File: src/rtl/bzh_pkg.sv
// Shared types, constants and helpers for the cubic Bezier hit test block.
package bzh_pkg;

    localparam int COORD_BITS  = 16;
    localparam int T_FRAC_BITS = 24;
    localparam int TOL_BITS    = 10;
    localparam int PT_BITS     = 32;
    localparam int NUM_REGS    = 5;
    localparam int ADDR_BITS   = 5;
    localparam int IDX_BITS    = 3;

    // Q0.T_FRAC_BITS values that may reach one need one integer bit.
    localparam int T_W        = T_FRAC_BITS + 1;
    // Bernstein weights carry a factor of three.
    localparam int W_BITS     = T_W + 2;
    // Radicand of a polygon edge: sum of two squared 16-bit magnitudes.
    localparam int RAD_BITS   = 2 * COORD_BITS + 2;
    localparam int ROOT_ITERS = RAD_BITS / 2;
    localparam int LEN_BITS   = COORD_BITS + 3;
    localparam int ITER_BITS  = $clog2(T_W);
    localparam int ACC_BITS   = COORD_BITS + T_FRAC_BITS + 6;
    localparam int PROD_BITS  = W_BITS + 1 + COORD_BITS;

    localparam int FIFO_DEPTH = 2;
    localparam int PTR_BITS   = $clog2(FIFO_DEPTH);

    localparam logic [T_W-1:0] T_ONE = {1'b1, {T_FRAC_BITS{1'b0}}};

    localparam logic [IDX_BITS-1:0] REG_START  = 3'd0;
    localparam logic [IDX_BITS-1:0] REG_FIRST  = 3'd1;
    localparam logic [IDX_BITS-1:0] REG_SECOND = 3'd2;
    localparam logic [IDX_BITS-1:0] REG_END    = 3'd3;
    localparam logic [IDX_BITS-1:0] REG_TOL    = 3'd4;

    localparam logic [TOL_BITS-1:0] TOL_RESET = 10'd4;

    localparam logic [1:0] KIND_NONE  = 2'd0;
    localparam logic [1:0] KIND_POINT = 2'd1;
    localparam logic [1:0] KIND_CURVE = 2'd2;

    typedef struct packed {
        logic [3:0][PT_BITS-1:0] pt;
        logic [TOL_BITS-1:0]     tol;
    } bzh_cfg_t;

    typedef struct packed {
        logic signed [COORD_BITS-1:0] qx;
        logic signed [COORD_BITS-1:0] qy;
        logic                         pre_hit;
        logic [T_W-1:0]               step;
    } bzh_item_t;

    typedef enum logic [2:0] {
        F_IDLE,
        F_POINT,
        F_SQUARE,
        F_ROOT,
        F_DIV,
        F_PUSH
    } front_state_t;

    typedef enum logic [3:0] {
        W_IDLE,
        W_T2,
        W_U2,
        W_C0,
        W_C1,
        W_C2,
        W_C3,
        W_ACC,
        W_CHECK,
        W_DONE
    } walk_state_t;

    function automatic logic signed [COORD_BITS-1:0] pt_x(input logic [PT_BITS-1:0] p);
        pt_x = $signed(p[COORD_BITS-1:0]);
    endfunction

    function automatic logic signed [COORD_BITS-1:0] pt_y(input logic [PT_BITS-1:0] p);
        pt_y = $signed(p[2*COORD_BITS-1:COORD_BITS]);
    endfunction

endpackage

File: src/rtl/bzh_front.sv
// Front end: accepts a query, tests the control points and derives the sample step.
module bzh_front
    import bzh_pkg::*;
(
    input  logic                         aclk,
    input  logic                         aresetn,
    input  bzh_cfg_t                     cfg,
    input  logic                         s_valid,
    output logic                         s_ready,
    input  logic signed [COORD_BITS-1:0] s_query_x,
    input  logic signed [COORD_BITS-1:0] s_query_y,
    output logic                         push_valid,
    input  logic                         push_ready,
    output bzh_item_t                    push_data
);

    front_state_t                 state_reg, state_next;
    logic signed [COORD_BITS-1:0] qx_reg, qx_next, qy_reg, qy_next;
    logic [1:0]                   idx_reg, idx_next;
    logic [ITER_BITS-1:0]         iter_reg, iter_next;
    logic                         pre_hit_reg, pre_hit_next;
    logic [RAD_BITS-1:0]          rad_reg, rad_next, root_reg, root_next, bit_reg, bit_next;
    logic [LEN_BITS-1:0]          len_reg, len_next;
    logic [LEN_BITS:0]            rem_reg, rem_next;
    logic [T_W-1:0]               quo_reg, quo_next, step_reg, step_next;

    logic signed [COORD_BITS-1:0] cur_x, cur_y, nxt_x, nxt_y;
    logic signed [COORD_BITS:0]   pdx, pdy, edx, edy;
    logic [COORD_BITS:0]          pax, pay, eax, eay;
    logic [2*TOL_BITS:0]          psum;
    logic [2*TOL_BITS-1:0]        tol_sq;
    logic                         near;
    logic [2*COORD_BITS:0]        esum;
    logic [RAD_BITS-1:0]          trial, root_step;
    logic                         root_ge;
    logic [LEN_BITS:0]            rem_shift;
    logic                         div_ge;
    logic [T_W-1:0]               quo_step;

    // Point idx_reg and the point after it, unpacked from the register file.
    assign cur_x = pt_x(cfg.pt[idx_reg]);
    assign cur_y = pt_y(cfg.pt[idx_reg]);
    assign nxt_x = pt_x(cfg.pt[idx_reg + 2'd1]);
    assign nxt_y = pt_y(cfg.pt[idx_reg + 2'd1]);

    // Circle test against the point selected by idx_reg.
    always_comb begin
        pdx    = {qx_reg[COORD_BITS-1], qx_reg} - {cur_x[COORD_BITS-1], cur_x};
        pdy    = {qy_reg[COORD_BITS-1], qy_reg} - {cur_y[COORD_BITS-1], cur_y};
        pax    = pdx[COORD_BITS] ? $unsigned(-pdx) : $unsigned(pdx);
        pay    = pdy[COORD_BITS] ? $unsigned(-pdy) : $unsigned(pdy);
        psum   = (2*TOL_BITS+1)'(pax[TOL_BITS-1:0] * pax[TOL_BITS-1:0])
               + (2*TOL_BITS+1)'(pay[TOL_BITS-1:0] * pay[TOL_BITS-1:0]);
        tol_sq = cfg.tol * cfg.tol;
        near   = (pax <= (COORD_BITS+1)'(cfg.tol)) && (pay <= (COORD_BITS+1)'(cfg.tol))
               && (psum <= (2*TOL_BITS+1)'(tol_sq));
    end

    // Squared length of polygon edge idx_reg, then one root bit and one quotient bit.
    always_comb begin
        edx  = {cur_x[COORD_BITS-1], cur_x} - {nxt_x[COORD_BITS-1], nxt_x};
        edy  = {cur_y[COORD_BITS-1], cur_y} - {nxt_y[COORD_BITS-1], nxt_y};
        eax  = edx[COORD_BITS] ? $unsigned(-edx) : $unsigned(edx);
        eay  = edy[COORD_BITS] ? $unsigned(-edy) : $unsigned(edy);
        esum = (2*COORD_BITS+1)'(eax[COORD_BITS-1:0] * eax[COORD_BITS-1:0])
             + (2*COORD_BITS+1)'(eay[COORD_BITS-1:0] * eay[COORD_BITS-1:0]);

        trial     = root_reg + bit_reg;
        root_ge   = rad_reg >= trial;
        root_step = root_ge ? ((root_reg >> 1) + bit_reg) : (root_reg >> 1);

        rem_shift = {rem_reg[LEN_BITS-1:0], (iter_reg == ITER_BITS'(T_FRAC_BITS))};
        div_ge    = rem_shift >= {1'b0, len_reg};
        quo_step  = {quo_reg[T_W-2:0], div_ge};
    end

    always_comb begin
        state_next = state_reg;
        case (state_reg)
            F_IDLE:   if (s_valid) state_next = F_POINT;
            F_POINT: begin
                if (near) state_next = F_PUSH;
                else if (idx_reg == 2'd3) state_next = F_SQUARE;
            end
            F_SQUARE: state_next = F_ROOT;
            F_ROOT: begin
                if (iter_reg == '0) state_next = (idx_reg == 2'd2) ? F_DIV : F_SQUARE;
            end
            F_DIV:    if (iter_reg == '0) state_next = F_PUSH;
            F_PUSH:   if (push_ready) state_next = F_IDLE;
            default:  state_next = F_IDLE;
        endcase
    end

    always_comb begin
        s_ready    = (state_reg == F_IDLE);
        push_valid = (state_reg == F_PUSH);
        push_data  = '{qx: qx_reg, qy: qy_reg, pre_hit: pre_hit_reg, step: step_reg};
    end

    always_comb begin
        qx_next      = qx_reg;
        qy_next      = qy_reg;
        idx_next     = idx_reg;
        iter_next    = iter_reg;
        pre_hit_next = pre_hit_reg;
        rad_next     = rad_reg;
        root_next    = root_reg;
        bit_next     = bit_reg;
        len_next     = len_reg;
        rem_next     = rem_reg;
        quo_next     = quo_reg;
        step_next    = step_reg;
        case (state_reg)
            F_IDLE: begin
                if (s_valid) begin
                    qx_next      = s_query_x;
                    qy_next      = s_query_y;
                    idx_next     = 2'd0;
                    pre_hit_next = 1'b0;
                end
            end
            F_POINT: begin
                if (near) begin
                    pre_hit_next = 1'b1;
                end else if (idx_reg == 2'd3) begin
                    idx_next = 2'd0;
                    len_next = '0;
                end else begin
                    idx_next = idx_reg + 2'd1;
                end
            end
            F_SQUARE: begin
                rad_next  = RAD_BITS'(esum);
                root_next = '0;
                bit_next  = RAD_BITS'(1) << (RAD_BITS - 2);
                iter_next = ITER_BITS'(ROOT_ITERS - 1);
            end
            F_ROOT: begin
                if (root_ge) rad_next = rad_reg - trial;
                root_next = root_step;
                bit_next  = bit_reg >> 2;
                iter_next = iter_reg - 1'b1;
                if (iter_reg == '0) begin
                    len_next = len_reg + LEN_BITS'(root_step);
                    idx_next = idx_reg + 2'd1;
                    rem_next = '0;
                    quo_next = '0;
                    iter_next = ITER_BITS'(T_FRAC_BITS);
                end
            end
            F_DIV: begin
                rem_next  = div_ge ? (rem_shift - {1'b0, len_reg}) : rem_shift;
                quo_next  = quo_step;
                iter_next = iter_reg - 1'b1;
                if (iter_reg == '0) begin
                    if (len_reg == '0) step_next = T_ONE;
                    else if (quo_step == '0) step_next = T_W'(1);
                    else step_next = quo_step;
                end
            end
            default: ;
        endcase
    end

    always_ff @(posedge aclk) begin
        if (!aresetn) begin
            state_reg <= F_IDLE;
        end else begin
            state_reg <= state_next;
        end
    end

    always_ff @(posedge aclk) begin
        qx_reg      <= qx_next;
        qy_reg      <= qy_next;
        idx_reg     <= idx_next;
        iter_reg    <= iter_next;
        pre_hit_reg <= pre_hit_next;
        rad_reg     <= rad_next;
        root_reg    <= root_next;
        bit_reg     <= bit_next;
        len_reg     <= len_next;
        rem_reg     <= rem_next;
        quo_reg     <= quo_next;
        step_reg    <= step_next;
    end

endmodule

File: config.mk
export PLATFORM = sky130hd
export DESIGN_NAME = bzh_front
export DESIGN_NICKNAME = d
export VERILOG_FILES = /design/src/rtl/bzh_pkg.sv /design/src/rtl/bzh_front.sv
export SDC_FILE = /design/constraint.sdc
export NUM_CORES = 2
export LEC_CHECK = 0
export ABC_AREA = 1
export BUFFER_PORTS_ARGS = -buffer_cell sky130_fd_sc_hd__buf_4
export CORE_MARGIN = 1.5
export CORE_UTILIZATION = 55
export CTS_BUF_LIST = sky130_fd_sc_hd__clkbuf_4
export CTS_CLUSTER_SIZE = 30
export DETAILED_ROUTE_END_ITERATION = 8
export PLACE_DENSITY = 0.77
export RECOVER_POWER = 100
export SLEW_MARGIN = 15
export SYNTH_ARGS = -nofsm -noshare
export SYNTH_HDL_FRONTEND = slang
export SYNTH_SLANG_ARGS = --single-unit
File: constraint.sdc
create_clock -name aclk -period 16 [get_ports aclk]
set_clock_uncertainty 0.05 [all_clocks]
set_input_delay 1.6 -clock aclk [delete_from_list [all_inputs] [get_ports aclk]]
set_output_delay 1.6 -clock aclk [all_outputs]
set_load 0.02 [all_outputs]
==> flow_summary_export.csv <==
group,metric,value,unit
run_status,outcome,"finished with violations",
run_status,violations,"capacitance limit, slew limit",
detailed_routing,wire_per_inst,16.9,um
logic_synthesis,avgSynthCellArea,7.78,sq um
detailed_routing,drc,0,
clocking,root_buffer,"clkbuf_4",
finish,fillers,7375,
logic_synthesis,ys_warn_count,0,
logic_synthesis,synth_seq_cells,215,
detailed_routing,first_pass_iters,9,
grt,antenna_found_initial,4,
sta,period_minus_slack,14110,ps
worst_setup_path,cp_common_cell,"inv_1",
finish,post-route-util,59.9,%
clocking,hold_buffers,0,
grt,grt_start_max_net_pins,115,
sta,hold_viol,0,
sta,rsz0062_at_grt,"no",
clocking,cts.clk_slew.worst_paths,60,ps
sta,tightest_slew,3810,ps
worst_setup_path,critPathMaxStageDelay,1000,ps
clocking,htree_levels,3,
logic_synthesis,synth_area,0.0451,sq mm
clocking,cts_tree,"built",
floorplan,dieArea,0.0838,sq mm
floorplan,die_y,289,um
worst_setup_path,critPathSlowestCell,"o21ai_0",
finish,final_cell_mix,"1341 x inv_1, 1046 x nand2_1, 575 x fa_1",
logic_synthesis,synthesis.nets,7084,
finish,area_growth,7.18,%
sta,setup_violations,0,
worst_setup_path,critical_path_required,16560,ps
logic_synthesis,synth-async-reset-ratio,0,%
floorplan,ios,234,
logic_synthesis,netlist_instances,5797,
floorplan,rows,104,
sta,fin_crit_sh,88.2,%
grt,grt_pass1_wl,195000,um
detailed_routing,dr.first_iter.drc_count,2968,
sta,slew_headroom,-154,%
clocking,clockBufferDepth,3,
sta,max_freq,70.9,MHz
worst_setup_path,critPathKind,"flip-flop to flip-flop",
grt,gr-usage-all-layers,29.3,%
placement,place.gp.congestion,0.991,
grt,grt_pass1_vias,38900,
worst_setup_path,start_kind,"flip-flop",
floorplan,initial_utilization,55.8,%
finish,drive_gt1_share,6.61,%
clocking,worstSkewPairLatency,870,ps
worst_setup_path,path_max_fanout,46,
grt,grt_overflow,0,
placement,dp_hpwl,101000,um
job,maxCapViolations,7,
worst_setup_path,worst_setup_path_end_kind,"flip-flop",
clocking,cts_resized,0,
logic_synthesis,synth.distinct_cells,71,
worst_setup_path,worstPathArrival,14660,ps
clocking,numCtsBuffers,66,
sta,slew_violations,320,
sta,finalSetupTns,0,ps
detailed_routing,finalWirelength,120000,um
clocking,clkSinkCount,215,
floorplan,die_w,289,um
min_path,hp-class,"flip-flop to flip-flop",
detailed_routing,vias,38700,
finish,layout_commonest_cell,"inv_1",
logic_synthesis,synth.yosys.seq_area_share,14.2,%
detailed_routing,routed_via_density,5.45,
logic_synthesis,synth_edf_count,212,
placement,io_buffers,233,
logic_synthesis,ys.flop_type,"edfxtp_1",
floorplan,coreArea,0.0808,sq mm
clocking,post_cts_buffers,0,
finish,nNetsFinal,7287,
detailed_routing,postRouteAntennaNets,0,
stage by stage:
step	cells	area [sq um]	setup WS, ps	hold slack (ps)
global placement	6992	47900	3180	452
finish	7107	48400	1890	498
floorplan	5797	45100	4250	441
detailed placement	6992	47900	3030	470
CTS	7100	48700	2990	509
global route	7104	48400	948	538
worst paths after layout:
check	startpoint	end	slack, ps	cells after the start
max reg2reg	idx_reg[0]	rad_reg[24]	1890	45
min	quo_reg[23]	step_reg[24]	500	2
min reg2reg	quo_reg[23]	step_reg[24]	500	2
max	idx_reg[0]	rad_reg[24]	1890	45
critical path: cells and delay by family (launching register included):
family,cells,cell delay [ps]
compound gates,17,4630
fa+ha+maj,11,4710
buf+inv,13,3150
flops,1,320
simple gates,4,940
logic make-up after synthesis:
| family | count (synthesis) | share of synthesized area [%] |
|---|---|---|
| simple gates | 1999 | 18.3 |
| buf+inv | 1489 | 12.6 |
| mux | 1 | 0.0222 |
| xor+xnor | 200 | 4.10 |
| flops | 215 | 14.2 |
| compound gates | 780 | 10.3 |
| fa+ha+maj | 1113 | 40.4 |
synthesized netlist by cell type, types with 17 or more instances:
| cell type | instances | area [sq um] |
|---|---|---|
| inv_1 | 1339 | 5030 |
| nand2_1 | 1044 | 3920 |
| fa_1 | 575 | 11500 |
| nor2_1 | 570 | 2140 |
| ha_1 | 538 | 6730 |
| a21oi_1 | 344 | 1720 |
| edfxtp_1 | 212 | 6370 |
| o21ai_0 | 205 | 1030 |
| nand3_1 | 164 | 821 |
| xor2_1 | 121 | 1060 |
| clkbuf_1 | 76 | 285 |
| xnor2_1 | 69 | 604 |
| nand4_1 | 58 | 363 |
| nor3_1 | 46 | 230 |
| a32oi_1 | 33 | 289 |
| a32o_1 | 30 | 300 |
| buf_2 | 29 | 145 |
| o21bai_1 | 25 | 188 |
| nand2_2 | 23 | 144 |
| inv_2 | 22 | 82.6 |
| nand3b_1 | 19 | 143 |
| a31oi_1 | 18 | 113 |
| nor4_1 | 18 | 113 |
| a21o_1 | 17 | 128 |
layer usage:
metal	up-vias	track usage [%]	share of wire (%)	wire [um]
met2	1345	49.4	47	56600
met3	271	3.60	6.8	8130
met5	-	0	0	0
met4	0	10.8	3.8	4550
met1	18500	38.5	42	50500
li1	18600	-	-	-
area by class of cell:
type | instances | area [sq um] | area share, %
Antenna cell | 7 | 17.5 | 0.0362
Clock buffer | 88 | 661 | 1.37
Clock inverter | 20 | 129 | 0.266
Inverter | 1366 | 5130 | 10.6
Multi-Input combinational cell | 4093 | 33000 | 68.2
Sequential cell | 215 | 6430 | 13.3
Tap cell | 1060 | 1330 | 2.74
Timing Repair Buffer | 258 | 1680 | 3.47
Power is not shown: default switching activity piles up to over one toggle a cycle in this logic, so the estimate is an artifact.
